$ cat src/csvft_pkg.sv
`timescale 1ns / 1ps
// ----------------------------------------------------------------------------
// csvft_pkg
// Shared codes and the result type of the CSV field tokenizer.
// ----------------------------------------------------------------------------
package csvft_pkg;

  localparam logic [7:0] CH_QUOTE = 8'h22;
  localparam logic [7:0] CH_COMMA = 8'h2C;

  // quote tracking state
  localparam logic [1:0] Q_UNQUOTED = 2'd0;
  localparam logic [1:0] Q_QUOTED   = 2'd1;
  localparam logic [1:0] Q_PENDING  = 2'd2;

  // result kinds
  localparam logic [1:0] KIND_BYTE      = 2'd0;
  localparam logic [1:0] KIND_FIELD_END = 2'd1;
  localparam logic [1:0] KIND_ROW_END   = 2'd2;

  // row-end error codes
  localparam logic [1:0] ERR_OK       = 2'd0;
  localparam logic [1:0] ERR_UNCLOSED = 2'd1;
  localparam logic [1:0] ERR_COUNT    = 2'd2;
  localparam logic [1:0] ERR_OVERFLOW = 2'd3;

  localparam int unsigned DATA_W = 24;

  typedef struct packed {
    logic [1:0] error_code;
    logic       is_header;
    logic [6:0] field_count;
    logic [5:0] field_index;
    logic [7:0] out_byte;
    logic [1:0] kind;
  } tok_result_t;

endpackage

$ cat src/csvft_core.sv
`timescale 1ns / 1ps
// ----------------------------------------------------------------------------
// csvft_core
// Quote/field state and the per-item result logic of the tokenizer.
// ----------------------------------------------------------------------------
module csvft_core #(
  parameter int unsigned MAX_FIELDS = 64
) (
  input  logic                 clk_i,
  input  logic                 rst_ni,
  input  logic                 fire_i,
  input  logic [7:0]           byte_i,
  input  logic                 line_end_i,
  output logic                 res_valid_o,
  output csvft_pkg::tok_result_t res_o
);

  localparam int unsigned FW = (MAX_FIELDS > 2) ? $clog2(MAX_FIELDS) : 1;
  localparam int unsigned CW = $clog2(MAX_FIELDS + 1);
  localparam logic [FW-1:0] LAST_IDX = FW'(MAX_FIELDS - 1);

  logic [1:0]    quote_q, quote_d;
  logic [FW-1:0] field_q, field_d;
  logic          ovf_q, ovf_d;
  logic          hdr_seen_q, hdr_seen_d;
  logic [CW-1:0] hdr_count_q, hdr_count_d;

  logic [CW-1:0] count;
  logic          as_unquoted;
  logic          emit;
  logic [1:0]    kind;
  logic [7:0]    obyte;
  logic [1:0]    err;

  assign count = CW'(field_q) + CW'(1);

  always_comb begin
    quote_d     = quote_q;
    field_d     = field_q;
    ovf_d       = ovf_q;
    hdr_seen_d  = hdr_seen_q;
    hdr_count_d = hdr_count_q;
    as_unquoted = 1'b0;
    emit        = 1'b0;
    kind        = csvft_pkg::KIND_BYTE;
    obyte       = byte_i;
    err         = csvft_pkg::ERR_OK;

    if (line_end_i) begin
      emit  = 1'b1;
      kind  = csvft_pkg::KIND_ROW_END;
      obyte = 8'd0;
      if (quote_q == csvft_pkg::Q_QUOTED) begin
        err = csvft_pkg::ERR_UNCLOSED;
      end else if (ovf_q) begin
        err = csvft_pkg::ERR_OVERFLOW;
      end else if (hdr_seen_q && (count != hdr_count_q)) begin
        err = csvft_pkg::ERR_COUNT;
      end
      if (!hdr_seen_q) begin
        hdr_seen_d  = 1'b1;
        hdr_count_d = count;
      end
      quote_d = csvft_pkg::Q_UNQUOTED;
      field_d = '0;
      ovf_d   = 1'b0;
    end else begin
      case (quote_q)
        csvft_pkg::Q_QUOTED: begin
          if (byte_i == csvft_pkg::CH_QUOTE) begin
            quote_d = csvft_pkg::Q_PENDING;
          end else begin
            emit = 1'b1;
          end
        end
        csvft_pkg::Q_PENDING: begin
          if (byte_i == csvft_pkg::CH_QUOTE) begin
            // doubled quote inside quotes: one literal quote
            quote_d = csvft_pkg::Q_QUOTED;
            emit    = 1'b1;
          end else begin
            as_unquoted = 1'b1;
          end
        end
        default: begin
          as_unquoted = 1'b1;
        end
      endcase

      if (as_unquoted) begin
        quote_d = csvft_pkg::Q_UNQUOTED;
        if (byte_i == csvft_pkg::CH_QUOTE) begin
          quote_d = csvft_pkg::Q_QUOTED;
        end else if (byte_i == csvft_pkg::CH_COMMA) begin
          emit  = 1'b1;
          kind  = csvft_pkg::KIND_FIELD_END;
          obyte = 8'd0;
          if (field_q == LAST_IDX) begin
            ovf_d = 1'b1;
          end else begin
            field_d = field_q + FW'(1);
          end
        end else begin
          emit = 1'b1;
        end
      end
    end
  end

  assign res_valid_o       = fire_i & emit;
  assign res_o.kind        = kind;
  assign res_o.out_byte    = obyte;
  assign res_o.field_index = 6'(field_q);
  assign res_o.field_count = line_end_i ? 7'(count) : 7'd0;
  assign res_o.is_header   = ~hdr_seen_q;
  assign res_o.error_code  = err;

  always_ff @(posedge clk_i or negedge rst_ni) begin
    if (!rst_ni) begin
      quote_q     <= csvft_pkg::Q_UNQUOTED;
      field_q     <= '0;
      ovf_q       <= 1'b0;
      hdr_seen_q  <= 1'b0;
      hdr_count_q <= '0;
    end else if (fire_i) begin
      quote_q     <= quote_d;
      field_q     <= field_d;
      ovf_q       <= ovf_d;
      hdr_seen_q  <= hdr_seen_d;
      hdr_count_q <= hdr_count_d;
    end
  end

endmodule

$ cat src/csvft_out_stage.sv
`timescale 1ns / 1ps
// ----------------------------------------------------------------------------
// csvft_out_stage
// Output register plus skid entry; decouples downstream stalls from input.
// ----------------------------------------------------------------------------
module csvft_out_stage (
  input  logic                  clk_i,
  input  logic                  rst_ni,
  input  logic                  push_i,
  input  csvft_pkg::tok_result_t data_i,
  output logic                  ready_o,
  output logic                  valid_o,
  input  logic                  take_i,
  output csvft_pkg::tok_result_t data_o
);

  logic                   out_valid_q;
  logic                   skid_valid_q;
  csvft_pkg::tok_result_t out_q;
  csvft_pkg::tok_result_t skid_q;
  logic                   out_fire;

  assign out_fire = out_valid_q & take_i;
  assign ready_o  = ~skid_valid_q;
  assign valid_o  = out_valid_q;
  assign data_o   = out_q;

  always_ff @(posedge clk_i or negedge rst_ni) begin
    if (!rst_ni) begin
      out_valid_q  <= 1'b0;
      skid_valid_q <= 1'b0;
    end else if (skid_valid_q) begin
      if (out_fire) begin
        skid_valid_q <= 1'b0;
      end
    end else if (push_i) begin
      if (!out_valid_q || out_fire) begin
        out_valid_q <= 1'b1;
      end else begin
        skid_valid_q <= 1'b1;
      end
    end else if (out_fire) begin
      out_valid_q <= 1'b0;
    end
  end

  always_ff @(posedge clk_i) begin
    if (skid_valid_q) begin
      if (out_fire) begin
        out_q <= skid_q;
      end
    end else if (push_i) begin
      if (!out_valid_q || out_fire) begin
        out_q <= data_i;
      end else begin
        skid_q <= data_i;
      end
    end
  end

endmodule

$ cat src/csv_field_tokenizer_unit.sv
`timescale 1ns / 1ps
// ----------------------------------------------------------------------------
// csv_field_tokenizer_unit
// Each result is registered in the output stage before the master side sees it.
// Throughput: one item per cycle; the output register and a one-entry skid
// let input continue while a result waits; ready drops only when both fill.
// Reset (rst_ni low, async): quote state unquoted, field index 0, header
// not yet seen, output side empty.
// ----------------------------------------------------------------------------
module csv_field_tokenizer_unit #(
  parameter int unsigned MAX_FIELDS = 64
) (
  input  logic        clk_i,
  input  logic        rst_ni,
  input  logic        s_axis_tvalid,
  output logic        s_axis_tready,
  input  logic [7:0]  s_axis_tdata,   // [7:0] byte_value
  input  logic        s_axis_tlast,   // line_end
  output logic        m_axis_tvalid,
  input  logic        m_axis_tready,
  // [7:0] out_byte, [13:8] field_index, [20:14] field_count,
  // [21] is_header, [23:22] error_code
  output logic [csvft_pkg::DATA_W-1:0] m_axis_tdata,
  output logic [1:0]  m_axis_tuser    // kind
);

  logic                   fire;
  logic                   res_valid;
  csvft_pkg::tok_result_t res;
  csvft_pkg::tok_result_t out_res;

  assign fire = s_axis_tvalid & s_axis_tready;

  csvft_core #(
    .MAX_FIELDS(MAX_FIELDS)
  ) u_core (
    .clk_i      (clk_i),
    .rst_ni     (rst_ni),
    .fire_i     (fire),
    .byte_i     (s_axis_tdata),
    .line_end_i (s_axis_tlast),
    .res_valid_o(res_valid),
    .res_o      (res)
  );

  csvft_out_stage u_out (
    .clk_i  (clk_i),
    .rst_ni (rst_ni),
    .push_i (res_valid),
    .data_i (res),
    .ready_o(s_axis_tready),
    .valid_o(m_axis_tvalid),
    .take_i (m_axis_tready),
    .data_o (out_res)
  );

  assign m_axis_tuser = out_res.kind;
  assign m_axis_tdata = {out_res.error_code, out_res.is_header, out_res.field_count,
                         out_res.field_index, out_res.out_byte};

endmodule
$ cat config.mk
export PLATFORM = sky130hd
export DESIGN_NAME = csv_field_tokenizer_unit
export DESIGN_NICKNAME = d
export VERILOG_FILES = /design/src/csvft_pkg.sv /design/src/csvft_core.sv /design/src/csvft_out_stage.sv /design/src/csv_field_tokenizer_unit.sv
export SDC_FILE = /design/constraint.sdc
export NUM_CORES = 1
export LEC_CHECK = 0
export BUFFER_PORTS_ARGS = -buffer_cell sky130_fd_sc_hd__clkbuf_2
export CORE_MARGIN = 3
export CORE_UTILIZATION = 43
export DETAILED_ROUTE_END_ITERATION = 10
export GPL_TIMING_DRIVEN = 0
export SLEW_MARGIN = 20
export SYNTH_ARGS = -nofsm -noshare
export SYNTH_HDL_FRONTEND = slang
export SYNTH_HIERARCHICAL = 1
export SYNTH_SLANG_ARGS = --single-unit
$ cat constraint.sdc
create_clock -name clk_i -period 4.5 [get_ports clk_i]
set_input_delay 0.9 -clock clk_i [delete_from_list [all_inputs] [get_ports clk_i]]
set_output_delay 0.9 -clock clk_i [all_outputs]
set_load 0.05 [all_outputs]
==> reports/results.tsv <==
stage	metric	value	unit
outcome	status	complete, no violations	
timing	fin crit period	2.65	ns
setup_path	crit start category	primary input	
place	worst slack at placement	1.48	ns
logic_synthesis	Yosys top cell by area	edfxtp_1	
logic_synthesis	Primary FF master, synth	edfxtp_1	
finish	layout cells sized above 1	39.1	%
routing	Routed Antenna Nets	0	
global_routing	grt total ovfl	0	
cts	clock latency on the worst-skew pair	0.33	ns
routing	Initial DRT Pass Iterations	4	
setup_path	WP data required	4.54	ns
cts	CTS resizes	0	
logic_synthesis	Avg Cell Area, Syn	14.6	sq um
logic_synthesis	Synth top area share	49.8	%
timing	Final Cycle Share	59.0	%
power_and_ir_drop	cell area power density	587	nW/um^2
timing	Hold Vio Cnt, Final	0	
timing	RSZ-0062 raised after global routing	false	
hold_path	Hold WC Path Type	reg2reg	
logic_synthesis	Seq/Total Area, Yosys	65.0	%
global_routing	pin count of the biggest net entering global routing	20	
routing	DRC errors left	0	
routing	WL per Instance	14.7	um
timing	Final Max Tran Viols	0	
finish	Non-Filler Instances	370	
run	maxcap violations	0	
routing	WL final	5450	um
global_routing	first-pass GRT wire length	9110	um
cts	# hold bufs at CTS	0	
logic_synthesis	EDFF count, synth	52	
cts	Clock transition at path regs	0.07	ns
logic_synthesis	Net Count, Synth	228	
logic_synthesis	most frequent cell after synthesis	edfxtp_1	
cts	CTS buffer count	9	
place	post-placement cell count	354	
cts	Root Buffer	clkbuf_8	
floorplan	die footprint	8350	sq um
setup_path	crit end category	flop	
setup_path	CP max FO	10	
power_and_ir_drop	maximum vdd drop	0.000260	V
setup_path	WP data arrival	2.70	ns
finish	Syn-to-layout area delta	18.1	%
routing	1st-iter DRT viols	89	
global_routing	number of global-route vias before repair	1807	
global_routing	GRT Overall Usage	14.0	%
logic_synthesis	YS warnings	6	
setup_path	Max stage delay on crit path	0.39	ns
logic_synthesis	ys async rst share	26.8	%
setup_path	Cell Chain, Critical Path	clkbuf_2 -> clkbuf_1 -> a21oi_1 -> a31oi_1 -> nand2b_4 -> nor3_2 -> buf_4 -> buf_6	
cts	clk buf depth	2	
floorplan	num ports	41	
place	gpl congestion	0.772	
logic_synthesis	top cells by count, synth	edfxtp_1, mux2_2, dfrtp_1	
logic_synthesis	Mapped Area	3130	sq um
logic_synthesis	Seq cells post-synth	71	
global_routing	initial antenna violation count	0	
floorplan	Core Rows	30	
timing	final setup fails	0	
power_and_ir_drop	leakage power	0.00150	uW
place	number of port buffers	40	
setup_path	Crit Path Class	in2reg	
logic_synthesis	ranking of synthesized cells by area	edfxtp_1, dfrtp_1, mux2_2	
routing	routed vias	1827	
cts	Clock Sinks	71	
setup_path	slowest CP cell	a31oi_1	
power_and_ir_drop	Final Total Pwr	2170	uW
finish	n_diodes	0	
floorplan	Die Span X	91.4	um
routing	vias per cell	4.94	
timing	Worst slew margin	65.7	%
floorplan	die span in y	91.4	um
place	Post-DP Area	3520	sq um
place	post-DP HPWL	3850	um
finish	design area	3700	sq um
timing	Clock Skews	0.00805	ns
floorplan	Starting Density	45.1	%
finish	fillers	605	
cts	CTS tree	done	
logic_synthesis	count of cell types in the netlist	43	
timing	worst slew pin tran	0.514	ns
cts	Post-CTS Setup Bufs	0	
timing	setup ws final	1.85	ns
finish	nets@finish	283	
cts	H-tree level count	3	
floorplan	CORE AREA	6940	sq um
logic_synthesis	Mapped Cells	214	
timing	Hold Slack	0.502	ns
timing	fmax	0.377	GHz
[worst max-delay path: cells and delay by family]
family,cells,cell delay (ns)
compound gates,2,0.47
buf+inv,4,0.93
simple gates,2,0.38
[stage by stage]
step	setup TNS, ns	util (%)
6_report	0	53.3
5_1_grt	0	53.3
4_1_cts	0	53.3
3_5_place_dp	0	50.6
3_3_place_gp	-18.29	49.7
2_1_floorplan	0	-
[registers in the layout, summed over array words and instances, names as in the netlist]
| register | cells |
|---|---|
| u_out/skid_q | 26 |
| u_core/field_q | 6 |
| u_core/quote_q | 2 |
| u_core/hdr_count_q | 7 |
| u_core/ovf_q | 1 |
| u_out/data_o | 26 |
| u_out/valid_o | 1 |
| u_out/skid_valid_q | 1 |
| u_core/hdr_seen_q | 1 |
[routing by layer]
metal	global-route usage (%)	up-vias	part of all wire [%]
met2	20.0	37	44
met3	2.90	8	3.1
met4	6.41	0	1.5
li1	-	901	-
met1	20.4	881	51
met5	0	-	0
[final cells by class]
cell class | count | area (sq um) | share of cell area, %
flip-flops and latches | 71 | 2040 | 55.1
multi-input cells | 131 | 1050 | 28.3
repair buffers | 44 | 241 | 6.53
clock buffers | 11 | 131 | 3.55
well taps | 96 | 120 | 3.25
plain buffers | 7 | 52.6 | 1.42
clock inverters | 5 | 51.3 | 1.39
inverters | 5 | 18.8 | 0.507
[worst paths after layout]
kind / slack, ns / from / endpoint / cells past startpoint
worst max-delay path: 1.85 / s_axis_tlast / u_out/skid_q[6]$_DFFE_PP_ / 8
worst min-delay path: 0.50 / u_core/hdr_count_q[4]$_DFFE_PN0P_ / u_core/hdr_count_q[4]$_DFFE_PN0P_ / 2
worst max register to register: 1.94 / u_out/skid_valid_q$_DFF_PN0_ / u_out/skid_q[6]$_DFFE_PP_ / 9
worst min register to register: 0.50 / u_core/hdr_count_q[4]$_DFFE_PN0P_ / u_core/hdr_count_q[4]$_DFFE_PN0P_ / 2
max in group asynchronous: 3.62 / rst_ni / u_out/skid_valid_q$_DFF_PN0_ / 1
min in group asynchronous: 0.53 / rst_ni / u_core/field_q[1]$_DFFE_PN0P_ / 1
[logic make-up after synthesis]
kind of cell / Yosys count / synth area share, %
flops: 71 / 65.0
simple gates: 63 / 12.9
fa+ha+maj: 1 / 0.399
mux: 30 / 10.8
xor+xnor: 9 / 2.52
compound gates: 28 / 6.11
buf+inv: 12 / 2.28
[where the power goes]
part           internal [uW]  switching [uW]
registers                871            40.3
logic                    224             560
clock network            253             224
[placed cells by master, fill, tap and decap left out, types with 7 or more instances in the layout]
| cell | count |
|---|---|
| a21oi_1 | 8 |
| nor2b_1 | 10 |
| nand2_1 | 13 |
| xor2_1 | 7 |
| clkbuf_2 | 40 |
| edfxtp_1 | 52 |
| clkbuf_8 | 9 |
| mux2_2 | 30 |
| dfrtp_1 | 19 |
| and2_1 | 10 |
(Power assumes the default switching activity.)
